### config.mk
export PLATFORM = sky130hd
export DESIGN_NAME = half_shell_neighbor_enumerator_core_flat
export DESIGN_NICKNAME = d
export VERILOG_FILES = /design/src/sv/hsne_pkg.sv /design/src/sv/hsne_if.sv /design/src/sv/hsne_cfg_regs.sv /design/src/sv/hsne_div_stage.sv /design/src/sv/hsne_classify.sv /design/src/sv/hsne_emit.sv /design/src/sv/half_shell_neighbor_enumerator_core.sv /design/src/flat_wrapper.sv
export SDC_FILE = /design/constraint.sdc
export NUM_CORES = 1
export LEC_CHECK = 0
export ABC_AREA = 1
export BUFFER_PORTS_ARGS = -buffer_cell sky130_fd_sc_hd__buf_2
export CORE_UTILIZATION = 55
export CTS_CLUSTER_SIZE = 20
export DETAILED_ROUTE_END_ITERATION = 7
export GPL_TIMING_DRIVEN = 0
export PLACE_DENSITY = 0.79
export SETUP_SLACK_MARGIN = 0.2
export SLEW_MARGIN = 20
export SYNTH_ARGS = -nofsm -noshare
export SYNTH_HDL_FRONTEND = slang
export SYNTH_HIERARCHICAL = 1
export SYNTH_SLANG_ARGS = --single-unit
### constraint.sdc
create_clock -name clk -period 17.3 [get_ports clk]
set_clock_uncertainty 0.1 [all_clocks]
set_input_delay 1.73 -clock clk [delete_from_list [all_inputs] [get_ports clk]]
set_output_delay 1.73 -clock clk [all_outputs]
set_load 0.1 [all_outputs]
### src/sv/hsne_pkg.sv
// ----------------------------------------------------------------------------
// hsne_pkg
// Types, constants and the half-shell slot table for the neighbour enumerator.
// ----------------------------------------------------------------------------
package hsne_pkg;

	localparam int unsigned IDX_W           = 12;
	localparam int unsigned SIZE_W          = 7;
	localparam int unsigned SLOT_W          = 4;
	localparam int unsigned CFG_IDX_W       = 2;
	localparam int unsigned MAX_GRID_DIM    = 64;
	localparam int unsigned MIN_GRID_DIM    = 3;
	localparam int unsigned GRID_RESET      = 3;
	localparam int unsigned HALF_SHELL_SIZE = 14;
	localparam int unsigned DIV_STAGES      = 3;
	localparam int unsigned DIV_STEPS       = IDX_W / DIV_STAGES;

	typedef logic [IDX_W-1:0]  idx_t;
	typedef logic [SIZE_W-1:0] dim_t;
	typedef logic [SLOT_W-1:0] slot_t;

	typedef enum logic [CFG_IDX_W-1:0] {
		REG_GRID_X = 2'd0,
		REG_GRID_Y = 2'd1,
		REG_GRID_Z = 2'd2
	} cfg_reg_t;

	typedef enum logic [2:0] {
		ROW_SELF,
		ROW_UP_Y,
		ROW_UP_Z_DN_Y,
		ROW_UP_Z,
		ROW_UP_Z_UP_Y
	} row_t;

	typedef enum logic [1:0] {
		DX_MINUS,
		DX_ZERO,
		DX_PLUS
	} dx_t;

	typedef struct packed {
		row_t row;
		dx_t  dx;
	} shell_step_t;

	typedef struct packed {
		dim_t gx;
		dim_t gy;
		dim_t gz;
		idx_t plane;
		logic ok;
	} grid_cfg_t;

	// restoring divider state: dq shifts dividend bits out and quotient bits in
	typedef struct packed {
		idx_t idx;
		dim_t x;
		dim_t rem;
		idx_t dq;
	} div_t;

	typedef struct packed {
		logic inner;
		idx_t b_self;
		idx_t b_up_y;
		idx_t b_up_z_dn_y;
		idx_t b_up_z;
		idx_t b_up_z_up_y;
	} shell_item_t;

	function automatic dim_t sat_dim(dim_t v);
		return (v > dim_t'(MAX_GRID_DIM)) ? dim_t'(MAX_GRID_DIM) : v;
	endfunction

	function automatic shell_step_t shell_step(slot_t s);
		shell_step_t r;
		case (s)
			4'd0:    r = '{ROW_SELF,      DX_ZERO};
			4'd1:    r = '{ROW_SELF,      DX_PLUS};
			4'd2:    r = '{ROW_UP_Y,      DX_MINUS};
			4'd3:    r = '{ROW_UP_Y,      DX_ZERO};
			4'd4:    r = '{ROW_UP_Y,      DX_PLUS};
			4'd5:    r = '{ROW_UP_Z_DN_Y, DX_MINUS};
			4'd6:    r = '{ROW_UP_Z_DN_Y, DX_ZERO};
			4'd7:    r = '{ROW_UP_Z_DN_Y, DX_PLUS};
			4'd8:    r = '{ROW_UP_Z,      DX_MINUS};
			4'd9:    r = '{ROW_UP_Z,      DX_ZERO};
			4'd10:   r = '{ROW_UP_Z,      DX_PLUS};
			4'd11:   r = '{ROW_UP_Z_UP_Y, DX_MINUS};
			4'd12:   r = '{ROW_UP_Z_UP_Y, DX_ZERO};
			4'd13:   r = '{ROW_UP_Z_UP_Y, DX_PLUS};
			default: r = '{ROW_SELF,      DX_ZERO};
		endcase
		return r;
	endfunction

endpackage

### src/sv/hsne_if.sv
// ----------------------------------------------------------------------------
// hsne_if
// Valid/ready channels of the neighbour enumerator: cells, neighbours, config.
// ----------------------------------------------------------------------------
interface hsne_cell_if;
	logic          valid;
	logic          ready;
	hsne_pkg::idx_t cell_index;

	modport source (output valid, output cell_index, input ready);
	modport sink   (input valid, input cell_index, output ready);
endinterface

interface hsne_nbr_if;
	logic            valid;
	logic            ready;
	hsne_pkg::idx_t  neighbor_index;
	hsne_pkg::slot_t slot;
	logic            is_inner;
	logic            last;

	modport source (output valid, output neighbor_index, output slot, output is_inner,
		output last, input ready);
	modport sink   (input valid, input neighbor_index, input slot, input is_inner,
		input last, output ready);
endinterface

interface hsne_cfg_if;
	logic                                 valid;
	logic                                 ready;
	logic [hsne_pkg::CFG_IDX_W-1:0]       index;
	hsne_pkg::dim_t                       data;

	modport source (output valid, output index, output data, input ready);
	modport sink   (input valid, input index, input data, output ready);
endinterface

### src/sv/hsne_cfg_regs.sv
// ----------------------------------------------------------------------------
// hsne_cfg_regs
// Grid size registers, saturated on write, with derived plane size and check.
// ----------------------------------------------------------------------------
module hsne_cfg_regs (
	input  logic                clk,
	input  logic                arst_n,
	hsne_cfg_if.sink            cfg,
	output hsne_pkg::grid_cfg_t grid
);
	import hsne_pkg::*;

	dim_t                gx_q;
	dim_t                gy_q;
	dim_t                gz_q;
	idx_t                plane_q;
	logic [2*SIZE_W-1:0] plane_c;

	assign cfg.ready = 1'b1;
	assign plane_c   = gx_q * gy_q;

	always_ff @(posedge clk or negedge arst_n) begin
		if (!arst_n) begin
			gx_q    <= dim_t'(GRID_RESET);
			gy_q    <= dim_t'(GRID_RESET);
			gz_q    <= dim_t'(GRID_RESET);
			plane_q <= idx_t'(GRID_RESET * GRID_RESET);
		end else begin
			// plane is registered from the size registers, so it lags a write; only the late stages use it
			plane_q <= plane_c[IDX_W-1:0];
			if (cfg.valid) begin
				unique case (cfg_reg_t'(cfg.index))
					REG_GRID_X: gx_q <= sat_dim(cfg.data);
					REG_GRID_Y: gy_q <= sat_dim(cfg.data);
					REG_GRID_Z: gz_q <= sat_dim(cfg.data);
					default: ;
				endcase
			end
		end
	end

	always_comb begin
		grid.gx    = gx_q;
		grid.gy    = gy_q;
		grid.gz    = gz_q;
		grid.plane = plane_q;
		grid.ok    = (gx_q >= dim_t'(MIN_GRID_DIM)) && (gy_q >= dim_t'(MIN_GRID_DIM)) &&
			(gz_q >= dim_t'(MIN_GRID_DIM));
	end

endmodule

### src/sv/hsne_div_stage.sv
// ----------------------------------------------------------------------------
// hsne_div_stage
// One pipeline stage of the restoring divider: DIV_STEPS quotient bits.
// ----------------------------------------------------------------------------
module hsne_div_stage (
	input  logic           clk,
	input  logic           arst_n,
	input  logic           in_valid,
	output logic           in_ready,
	input  hsne_pkg::div_t in_data,
	input  hsne_pkg::dim_t divisor,
	output logic           out_valid,
	input  logic           out_ready,
	output hsne_pkg::div_t out_data
);
	import hsne_pkg::*;

	div_t            step_c [DIV_STEPS+1];
	logic [SIZE_W:0] trial_c [DIV_STEPS];
	logic            valid_s1;
	div_t            data_s1;

	always_comb begin
		step_c[0] = in_data;
		for (int i = 0; i < DIV_STEPS; i++) begin
			trial_c[i]  = {step_c[i].rem, step_c[i].dq[IDX_W-1]};
			step_c[i+1] = step_c[i];
			if (trial_c[i] >= {1'b0, divisor}) begin
				step_c[i+1].rem = SIZE_W'(trial_c[i] - {1'b0, divisor});
				step_c[i+1].dq  = {step_c[i].dq[IDX_W-2:0], 1'b1};
			end else begin
				step_c[i+1].rem = trial_c[i][SIZE_W-1:0];
				step_c[i+1].dq  = {step_c[i].dq[IDX_W-2:0], 1'b0};
			end
		end
	end

	assign in_ready  = !valid_s1 || out_ready;
	assign out_valid = valid_s1;
	assign out_data  = data_s1;

	always_ff @(posedge clk or negedge arst_n) begin
		if (!arst_n) begin
			valid_s1 <= 1'b0;
		end else if (in_ready) begin
			valid_s1 <= in_valid;
		end
	end

	always_ff @(posedge clk) begin
		if (in_ready && in_valid) begin
			data_s1 <= step_c[DIV_STEPS];
		end
	end

endmodule

### src/sv/hsne_classify.sv
// ----------------------------------------------------------------------------
// hsne_classify
// Inner-cell test and the five row base indices of the half shell.
// ----------------------------------------------------------------------------
module hsne_classify (
	input  logic                  clk,
	input  logic                  arst_n,
	input  logic                  in_valid,
	output logic                  in_ready,
	input  hsne_pkg::div_t        in_data,
	input  hsne_pkg::grid_cfg_t   grid,
	output logic                  out_valid,
	input  logic                  out_ready,
	output hsne_pkg::shell_item_t out_item
);
	import hsne_pkg::*;

	// after both divisions: x = idx mod gx, rem = y, dq = z
	dim_t        y_c;
	idx_t        z_c;
	idx_t        gx_c;
	logic        inner_c;
	shell_item_t item_c;
	logic        valid_s1;
	shell_item_t item_s1;

	always_comb begin
		y_c     = in_data.rem;
		z_c     = in_data.dq;
		gx_c    = idx_t'(grid.gx);
		inner_c = grid.ok &&
			(in_data.x != '0) && ({1'b0, in_data.x} + 1'b1 < {1'b0, grid.gx}) &&
			(y_c != '0) && ({1'b0, y_c} + 1'b1 < {1'b0, grid.gy}) &&
			(z_c != '0) && ({1'b0, z_c} + 1'b1 < (IDX_W+1)'(grid.gz));
		item_c.inner       = inner_c;
		item_c.b_self      = in_data.idx;
		item_c.b_up_y      = in_data.idx + gx_c;
		item_c.b_up_z_dn_y = in_data.idx + grid.plane - gx_c;
		item_c.b_up_z      = in_data.idx + grid.plane;
		item_c.b_up_z_up_y = in_data.idx + grid.plane + gx_c;
	end

	assign in_ready  = !valid_s1 || out_ready;
	assign out_valid = valid_s1;
	assign out_item  = item_s1;

	always_ff @(posedge clk or negedge arst_n) begin
		if (!arst_n) begin
			valid_s1 <= 1'b0;
		end else if (in_ready) begin
			valid_s1 <= in_valid;
		end
	end

	always_ff @(posedge clk) begin
		if (in_ready && in_valid) begin
			item_s1 <= item_c;
		end
	end

endmodule

### src/sv/hsne_emit.sv
// ----------------------------------------------------------------------------
// hsne_emit
// Walks the fourteen half-shell slots of an inner cell into the result register; other cells give one result.
// ----------------------------------------------------------------------------
module hsne_emit (
	input  logic                  clk,
	input  logic                  arst_n,
	input  logic                  in_valid,
	output logic                  in_ready,
	input  hsne_pkg::shell_item_t in_item,
	hsne_nbr_if.source            rsp
);
	import hsne_pkg::*;

	logic        item_v_q;
	shell_item_t item_q;
	slot_t       slot_q;
	logic        out_v_q;
	idx_t        nb_q;
	slot_t       slot_out_q;
	logic        inner_q;
	logic        last_q;
	shell_step_t step_c;
	idx_t        base_c;
	idx_t        nb_c;
	logic        last_c;
	logic        fire_c;

	always_comb begin
		step_c = shell_step(slot_q);
		case (step_c.row)
			ROW_SELF:      base_c = item_q.b_self;
			ROW_UP_Y:      base_c = item_q.b_up_y;
			ROW_UP_Z_DN_Y: base_c = item_q.b_up_z_dn_y;
			ROW_UP_Z:      base_c = item_q.b_up_z;
			ROW_UP_Z_UP_Y: base_c = item_q.b_up_z_up_y;
			default:       base_c = item_q.b_self;
		endcase
		case (step_c.dx)
			DX_MINUS: nb_c = base_c + '1;
			DX_PLUS:  nb_c = base_c + idx_t'(1);
			default:  nb_c = base_c;
		endcase
		last_c = !item_q.inner || (slot_q == slot_t'(HALF_SHELL_SIZE - 1));
		fire_c = item_v_q && (!out_v_q || rsp.ready);
	end

	assign in_ready = !item_v_q || (fire_c && last_c);

	always_ff @(posedge clk or negedge arst_n) begin
		if (!arst_n) begin
			item_v_q <= 1'b0;
			slot_q   <= '0;
			out_v_q  <= 1'b0;
		end else begin
			if (in_ready) begin
				item_v_q <= in_valid;
			end
			if (fire_c) begin
				slot_q  <= last_c ? '0 : slot_q + 1'b1;
				out_v_q <= 1'b1;
			end else if (rsp.ready) begin
				out_v_q <= 1'b0;
			end
		end
	end

	always_ff @(posedge clk) begin
		if (in_ready && in_valid) begin
			item_q <= in_item;
		end
		if (fire_c) begin
			nb_q       <= item_q.inner ? nb_c : '0;
			slot_out_q <= item_q.inner ? slot_q : '0;
			inner_q    <= item_q.inner;
			last_q     <= last_c;
		end
	end

	assign rsp.valid          = out_v_q;
	assign rsp.neighbor_index = nb_q;
	assign rsp.slot           = slot_out_q;
	assign rsp.is_inner       = inner_q;
	assign rsp.last           = last_q;

endmodule

### src/sv/half_shell_neighbor_enumerator_core.sv
// ----------------------------------------------------------------------------
// half_shell_neighbor_enumerator_core
// Link-cell half-shell neighbour list generator for a ghosted 3-D cell grid.
// ----------------------------------------------------------------------------
// Channels: cells carries one linear cell index per transfer; neighbors
// returns its neighbour list, one cell per transfer, with slot, is_inner and
// last. cfg writes grid_size_x/y/z (index 0/1/2) and is always ready; write
// only while no cell is in flight.
// Pipeline: six divider stages, classify stage, slot walker, result register.
// Throughput: an inner cell puts 14 results on the result channel, a ghost
// or out-of-grid cell one; the single result port sets this. Cells are
// taken every cycle until the nine-deep pipeline is full.
// Reset: valid bits clear, all grid sizes return to 3.
// Stall: a result held on neighbors stays stable; the pipeline fills behind
// it and cells.ready drops, nothing is lost or repeated.
// ----------------------------------------------------------------------------
module half_shell_neighbor_enumerator_core (
	input  logic        clk,
	input  logic        arst_n,
	hsne_cfg_if.sink    cfg,
	hsne_cell_if.sink   cells,
	hsne_nbr_if.source  neighbors
);
	import hsne_pkg::*;

	localparam int unsigned NUM_DIV = 2 * DIV_STAGES;

	grid_cfg_t   grid;
	logic        lv   [NUM_DIV+1];
	logic        lr   [NUM_DIV+1];
	div_t        ld   [NUM_DIV+1];
	div_t        tin  [NUM_DIV];
	logic        item_v;
	logic        item_r;
	shell_item_t item;

	hsne_cfg_regs u_cfg (
		.clk    (clk),
		.arst_n (arst_n),
		.cfg    (cfg),
		.grid   (grid)
	);

	assign lv[0]       = cells.valid;
	assign cells.ready = lr[0];

	assign ld[0] = '{idx: cells.cell_index, x: '0, rem: '0, dq: cells.cell_index};

	// second division takes the first quotient; the first remainder becomes x
	always_comb begin
		for (int k = 0; k < NUM_DIV; k++) begin
			tin[k] = ld[k];
			if (k == DIV_STAGES) begin
				tin[k].x   = ld[k].rem;
				tin[k].rem = '0;
			end
		end
	end

	for (genvar k = 0; k < NUM_DIV; k++) begin : g_div
		hsne_div_stage u_stage (
			.clk       (clk),
			.arst_n    (arst_n),
			.in_valid  (lv[k]),
			.in_ready  (lr[k]),
			.in_data   (tin[k]),
			.divisor   ((k < DIV_STAGES) ? grid.gx : grid.gy),
			.out_valid (lv[k+1]),
			.out_ready (lr[k+1]),
			.out_data  (ld[k+1])
		);
	end

	hsne_classify u_classify (
		.clk       (clk),
		.arst_n    (arst_n),
		.in_valid  (lv[NUM_DIV]),
		.in_ready  (lr[NUM_DIV]),
		.in_data   (ld[NUM_DIV]),
		.grid      (grid),
		.out_valid (item_v),
		.out_ready (item_r),
		.out_item  (item)
	);

	hsne_emit u_emit (
		.clk      (clk),
		.arst_n   (arst_n),
		.in_valid (item_v),
		.in_ready (item_r),
		.in_item  (item),
		.rsp      (neighbors)
	);

endmodule

### src/flat_wrapper.sv
// flat-port wrapper written by rule: the top's interface ports become plain ports
module half_shell_neighbor_enumerator_core_flat import hsne_pkg::*;
  (clk, arst_n, cfg_valid, cfg_index, cfg_data, cfg_ready, cells_valid, cells_cell_index, cells_ready, neighbors_valid, neighbors_neighbor_index, neighbors_slot, neighbors_is_inner, neighbors_last, neighbors_ready);
  hsne_cfg_if cfg_i ();
  hsne_cell_if cells_i ();
  hsne_nbr_if neighbors_i ();
  input  logic clk;
  input  logic arst_n;
  input wire logic [$bits(cfg_i.valid)-1:0] cfg_valid;
  input wire logic [$bits(cfg_i.index)-1:0] cfg_index;
  input wire logic [$bits(cfg_i.data)-1:0] cfg_data;
  output wire logic [$bits(cfg_i.ready)-1:0] cfg_ready;
  input wire logic [$bits(cells_i.valid)-1:0] cells_valid;
  input wire logic [$bits(cells_i.cell_index)-1:0] cells_cell_index;
  output wire logic [$bits(cells_i.ready)-1:0] cells_ready;
  output wire logic [$bits(neighbors_i.valid)-1:0] neighbors_valid;
  output wire logic [$bits(neighbors_i.neighbor_index)-1:0] neighbors_neighbor_index;
  output wire logic [$bits(neighbors_i.slot)-1:0] neighbors_slot;
  output wire logic [$bits(neighbors_i.is_inner)-1:0] neighbors_is_inner;
  output wire logic [$bits(neighbors_i.last)-1:0] neighbors_last;
  input wire logic [$bits(neighbors_i.ready)-1:0] neighbors_ready;
  assign cfg_i.valid = cfg_valid;
  assign cfg_i.index = cfg_index;
  assign cfg_i.data = cfg_data;
  assign cfg_ready = cfg_i.ready;
  assign cells_i.valid = cells_valid;
  assign cells_i.cell_index = cells_cell_index;
  assign cells_ready = cells_i.ready;
  assign neighbors_valid = neighbors_i.valid;
  assign neighbors_neighbor_index = neighbors_i.neighbor_index;
  assign neighbors_slot = neighbors_i.slot;
  assign neighbors_is_inner = neighbors_i.is_inner;
  assign neighbors_last = neighbors_i.last;
  assign neighbors_i.ready = neighbors_ready;
  half_shell_neighbor_enumerator_core u_core (.clk(clk), .arst_n(arst_n), .cfg(cfg_i), .cells(cells_i), .neighbors(neighbors_i));
endmodule
**Word-level counts from Yosys, hierarchy flattened**

Memories as Yosys holds them, arrays and structs flattened.
Index checks and enable logic that the tools add are counted.

- Shift-type cells: 0
- Mux-type cells: 30
- Reductions and logical operators: 47
- $lt $le $gt $ge: 31
- Divide/modulo/power cells: 0
- Equal/unequal tests: 8
- Add/subtract/negate cells: 34
- $mul: 1
- Bitwise gates (word level): 0

Operators by type and width:

| operator | count |
|---|---|
| $mux W19 | 24 |
| $ge A8 B7 Y1 | 22 |
| $sub A7 B7 Y7 | 22 |
| $pmux W12 S4 | 1 |
| $add A12 B7 Y12 | 2 |
| $pmux W12 S2 | 1 |
| $ge A7 B2 Y1 const B | 3 |
| $logic_and A1 B1 Y1 | 18 |
| $add A7 B1 Y8 const B | 2 |
| $lt A8 B7 Y1 | 2 |
| $ge A1 B7 Y1 | 2 |
| $reduce_bool A7 Y1 | 2 |
| $sub A1 B7 Y7 | 2 |
| $add A12 B1 Y13 const B | 1 |
| $lt A13 B7 Y1 | 1 |
| $add A12 B1 Y12 const B | 1 |
| $add A12 B12 Y12 | 1 |
| $add A12 B12 Y12 const B | 1 |
| $mul A7 B7 Y12 | 1 |
| $reduce_bool A12 Y1 | 1 |
| $sub A12 B7 Y12 | 1 |
| $logic_not A1 Y1 | 10 |
| $logic_or A1 B1 Y1 | 10 |
| $gt A7 B7 Y1 const B | 1 |
| 13 further kinds | 19 |

- Word-level logic and storage cells: 203
- Register bits: 393
- Latch bits: 0
- Bits in writable memories: 0
- Input bits: 26
- Output and inout bits: 21
- Memories: 1
- ROM bits: 80

Memory list:

| name | depth | width | rd ports | clocked after memory_dff | wr ports | RTL line | RTL |
|---|---|---|---|---|---|---|---|
| (name not given) | 16 | 5 | 1 | 0 | 0 | hsne_pkg.sv:78 | `case (s)` |

**Longest topological paths before layout**

- Depth after elaboration: 13
- Depth in mapped cells: 47
- Depth with buffers taken out: 46

**Modules after synthesis**

The synthesis kept the hierarchy.

By module, submodules not included:

| module | cells an instance | times used | area an instance (um^2) | sequential area each (um^2) |
|---|---|---|---|---|
| hsne_div_stage at u_core.g_div[0].u_stage ... | 320 | 3 | 2805.2 | 1166.1 |
| hsne_div_stage at u_core.g_div[1].u_stage ... | 318 | 2 | 2875.3 | 1166.1 |
| hsne_classify | 541 | 1 | 4673.2 | 1826.8 |
| hsne_emit | 373 | 1 | 4095.2 | 2522.4 |
| hsne_cfg_regs | 380 | 1 | 2892.8 | 835.8 |
| hsne_div_stage at u_core.g_div[5].u_stage | 320 | 1 | 2802.7 | 1166.1 |
| half_shell_neighbor_enumerator_core | 1 | 1 | 3.8 | 0.0 |

**Worst setup path before layout**

Ideal clock, no wire load.

- Kind: input to register
- Start point: input cells_cell_index[11]
- End point: register u_core.g_div[0].u_stage.data_s1, in the netlist u_core/g_div[0].u_stage/out_data[13] (data pin)
- Arrival: 6.980 ns
- Library setup time: 0.252 ns
- Cell stages on the path: 45
- Data required time: 16.948 ns
- Setup slack: 9.968 ns
- Path through: inv_1 ha_1 inv_1 fa_1 nand2_1 nand2_1 nand2_2 nand2_2 nand2_2 nand2_4 nand2_1 o21a_1 inv_1 ha_1 buf_2 nand2_1 nand2_1 nand2_1 [... 9 more ...] a21oi_1 nand2_1 nand2_1 nand2_1 a21oi_1 nand3_1 nand2_1 inv_1 fa_1 o21ai_0 a21oi_1 o21bai_1 o21a_1 nor2_1 nand2_2 nor2_4 nand2_1 nand2_1

RTL lines:

| element | RTL line | RTL |
|---|---|---|
| start, declared | flat_wrapper.sv:14 | `input wire logic [$bits(cells_i.cell_index)-1:0] cells_cell_index;` |
| end signal, assigned | hsne_div_stage.sv:52 | `data_s1 <= step_c[DIV_STEPS];` |
| end, declared | hsne_div_stage.sv:21 | `div_t data_s1;` |

==> flow_results.xml <==
<?xml version="1.0" encoding="UTF-8"?>
<metrics>
  <group name="clock_network">
    <metric name="cts_hold_buffers" unit="">0</metric>
    <metric name="cts_htree_levels" unit="">2</metric>
    <metric name="clock-sinks" unit="">392</metric>
    <metric name="ctsLongestPathBuffers" unit="">3</metric>
    <metric name="post_cts.resized_instances" unit="">0</metric>
    <metric name="clkSlewWorstSetupHoldPaths" unit="ps">60</metric>
    <metric name="cts_inserted_buffers" unit="">43</metric>
    <metric name="post-cts-setup-buffers" unit="">0</metric>
    <metric name="clk-insertion-delay-late" unit="ps">580</metric>
    <metric name="tritoncts" unit="">built</metric>
    <metric name="root_buffer" unit="">clkbuf_16</metric>
  </group>
  <group name="cells_and_area">
    <metric name="final_layout_size_suffix_gt1_share" unit="%">10.3</metric>
    <metric name="area.growth.synth_to_final" unit="%">10.9</metric>
    <metric name="layout.nets" unit="">3666</metric>
    <metric name="finalNonFillerCells" unit="">4030</metric>
    <metric name="fill_cells" unit="">4028</metric>
    <metric name="final_design_area_no_fill" unit="mm2">0.0311</metric>
  </group>
  <group name="placement">
    <metric name="dp_hpwl" unit="um">45900</metric>
    <metric name="placed_cells_incl_taps" unit="">3948</metric>
    <metric name="gp_congestion" unit="">0.911</metric>
    <metric name="detailedPlace.worstSlack" unit="ps">9040</metric>
    <metric name="numPortBuffers" unit="">45</metric>
    <metric name="placedInstanceArea" unit="mm2">0.0296</metric>
  </group>
  <group name="timing">
    <metric name="setup-violations-final" unit="">0</metric>
    <metric name="tightest_slew" unit="ps">776</metric>
    <metric name="layout_setup_ws" unit="ps">9470</metric>
    <metric name="final.setup.tns" unit="ps">0</metric>
    <metric name="hold_violations" unit="">0</metric>
    <metric name="fmax" unit="MHz">128</metric>
    <metric name="fin_crit_sh" unit="%">45.2</metric>
    <metric name="layout_min_cycle_time" unit="ps">7830</metric>
    <metric name="rsz0062_at_grt" unit="">false</metric>
    <metric name="relSlewSlack" unit="%">48.2</metric>
    <metric name="timing.final.max_slew_violations" unit="">0</metric>
  </group>
  <group name="die">
    <metric name="core" unit="mm2">0.0502</metric>
    <metric name="fp.dieH" unit="um">228</metric>
    <metric name="io-pin-count" unit="">47</metric>
    <metric name="placement_rows" unit="">82</metric>
    <metric name="die-area" unit="mm2">0.0518</metric>
    <metric name="die_span_x" unit="um">228</metric>
    <metric name="starting_utilization_of_the_core_area" unit="%">55.8</metric>
  </group>
  <group name="grt">
    <metric name="initial_antenna_violation_count" unit="">2</metric>
    <metric name="grt_pass1_vias" unit="">20700</metric>
    <metric name="globalRouteOverflowTotal" unit="">0</metric>
    <metric name="grt_first_pass_wirelength" unit="um">101000</metric>
    <metric name="grt_usage" unit="%">24.5</metric>
    <metric name="maximum_number_of_pins_on_one_net_before_global_route_repair" unit="">28</metric>
  </group>
  <group name="critical_path">
    <metric name="crit_required" unit="ps">17530</metric>
    <metric name="worst-endpoint-arrival" unit="ps">8050</metric>
    <metric name="cpMaxStageDelayCell" unit="">dfstp_2</metric>
    <metric name="worst-path-max-fanout" unit="">17</metric>
    <metric name="timing.critical_path.to_type" unit="">register</metric>
    <metric name="critPathLaunch" unit="">u_core/u_cfg/gx_q[1]</metric>
    <metric name="critical-path-max-stage-delay" unit="ps">1010</metric>
    <metric name="critical-path-top-cell-by-count" unit="">nand2_1</metric>
    <metric name="timing.reg2reg.worst_path_depth" unit="">43</metric>
    <metric name="timing.critical_path.to" unit="">u_core/g_div[2].u_stage/out_data[15]</metric>
    <metric name="r2r-start" unit="">u_core/u_cfg/gx_q[1]</metric>
    <metric name="start_kind" unit="">register</metric>
    <metric name="setup.worst_path.class" unit="">register to register</metric>
    <metric name="r2r_slack" unit="ps">9470</metric>
    <metric name="rr_endpoint" unit="">u_core/g_div[2].u_stage/out_data[15]</metric>
  </group>
  <group name="detailed_routing">
    <metric name="antenna_violating_nets_post_route" unit="">0</metric>
    <metric name="drt-pass1-iter-count" unit="">6</metric>
    <metric name="detail_route.drc_violations" unit="">0</metric>
    <metric name="dr.first_iter.drc_count" unit="">1361</metric>
    <metric name="wire_per_inst" unit="um">15.0</metric>
    <metric name="postRouteWirelength" unit="um">60600</metric>
    <metric name="route.detailed.vias_per_inst" unit="">5.26</metric>
    <metric name="vias" unit="">21200</metric>
  </group>
  <group name="hold_path">
    <metric name="worst_hold_path_type" unit="">register to register</metric>
    <metric name="hold_path.startpoint" unit="">u_core/g_div[3].u_stage/out_data[19]</metric>
  </group>
  <group name="synth">
    <metric name="yosys_warnings" unit="">6</metric>
    <metric name="synthesis.area_per_instance" unit="um2">8.78</metric>
    <metric name="netlist_area" unit="mm2">0.0280</metric>
    <metric name="syn-instance-count" unit="">3190</metric>
  </group>
  <group name="outcome">
    <metric name="run_status" unit="">complete, no violations</metric>
  </group>
  <group name="job">
    <metric name="cap_viol_max_count" unit="">0</metric>
  </group>
</metrics>
[flip-flops by register name (all words and copies together) (netlist names)]
register	flops
u_core/g_div.u_stage/out_data	207
u_core/g_div.u_stage/out_valid	6
u_core/u_cfg/gx_q	7
u_core/u_cfg/gy_q	7
u_core/u_cfg/gz_q	7
u_core/u_cfg/plane_q	12
u_core/u_classify/out_item	60
u_core/u_classify/out_valid	1
u_core/u_emit/item_q	61
u_core/u_emit/item_v_q	1
u_core/u_emit/rsp.is_inner	1
u_core/u_emit/rsp.last	1
u_core/u_emit/rsp.neighbor_index	12
u_core/u_emit/rsp.slot	4
u_core/u_emit/rsp.valid	1
u_core/u_emit/slot_q	4
[per-layer routing]
layer | vias to the layer above | global-route usage, % | routed length [um]
li1 | 10600 | - | -
met1 | 9860 | 31.4 | 26200
met2 | 566 | 42.0 | 29200
met3 | 122 | 3.57 | 3250
met4 | 0 | 8.70 | 1910
met5 | - | 0 | 0
[stage by stage]
stage | utilization, % | hold slack, ps
final | 61.9 | 300
after global routing | 61.9 | 313
after CTS | 61.9 | 300
after detailed placement | 59.0 | 305
after global placement | 58.2 | 300
after floorplan | - | 300
[placed cells by master (no fill, tap or decap), drive strengths merged, types with 11 or more instances in the layout]
cell	n
a21o	11
a21oi	171
buf	83
clkbuf	60
clkinv	18
conb	31
dfrtp	38
edfxtp	346
fa	52
ha	267
inv	569
nand2	928
nand3	192
nand4	39
nor2	172
nor3	18
o21a	15
o21ai	104
or2	14
xnor2	56
xor2	94
[critical path: cells and delay by family (launching register included)]
family                     cells  cell delay, ps
adders and majority gates      4            1680
AOI/OAI and AO/OA              8            1790
buffers and inverters          5             570
and+or+nand+nor               26            2420
DFF                            1            1010
[layout make-up]
| cell class | instances | area [um2] | share of cell area [%] |
|---|---|---|---|
| multi-input combinational | 2229 | 14300 | 46.1 |
| clock inverter | 27 | 287 | 0.922 |
| sequential | 392 | 11600 | 37.2 |
| antenna | 2 | 5.00 | 0.0161 |
| inverter | 565 | 2150 | 6.91 |
| tap | 672 | 841 | 2.71 |
| clock buffer | 53 | 1180 | 3.81 |
| buffer | 33 | 190 | 0.612 |
| timing repair buffer | 57 | 543 | 1.75 |
[worst min-delay path by stage]
stage,to,slack (ps),cells after the start
after global routing,u_core/g_div[5].u_stage/out_data[26],310,0
final,u_core/g_div[4].u_stage/out_data[19],300,0
after global placement,u_core/g_div[2].u_stage/out_data[29],300,0
after CTS,u_core/g_div[4].u_stage/out_data[19],300,0
after detailed placement,u_core/g_div[2].u_stage/out_data[8],300,0
after floorplan,u_core/g_div[1].u_stage/out_data[10],300,0
Power is left out: the tool's default activity adds up to more than one toggle a clock period on the data nets, which glitch-free logic cannot reach.
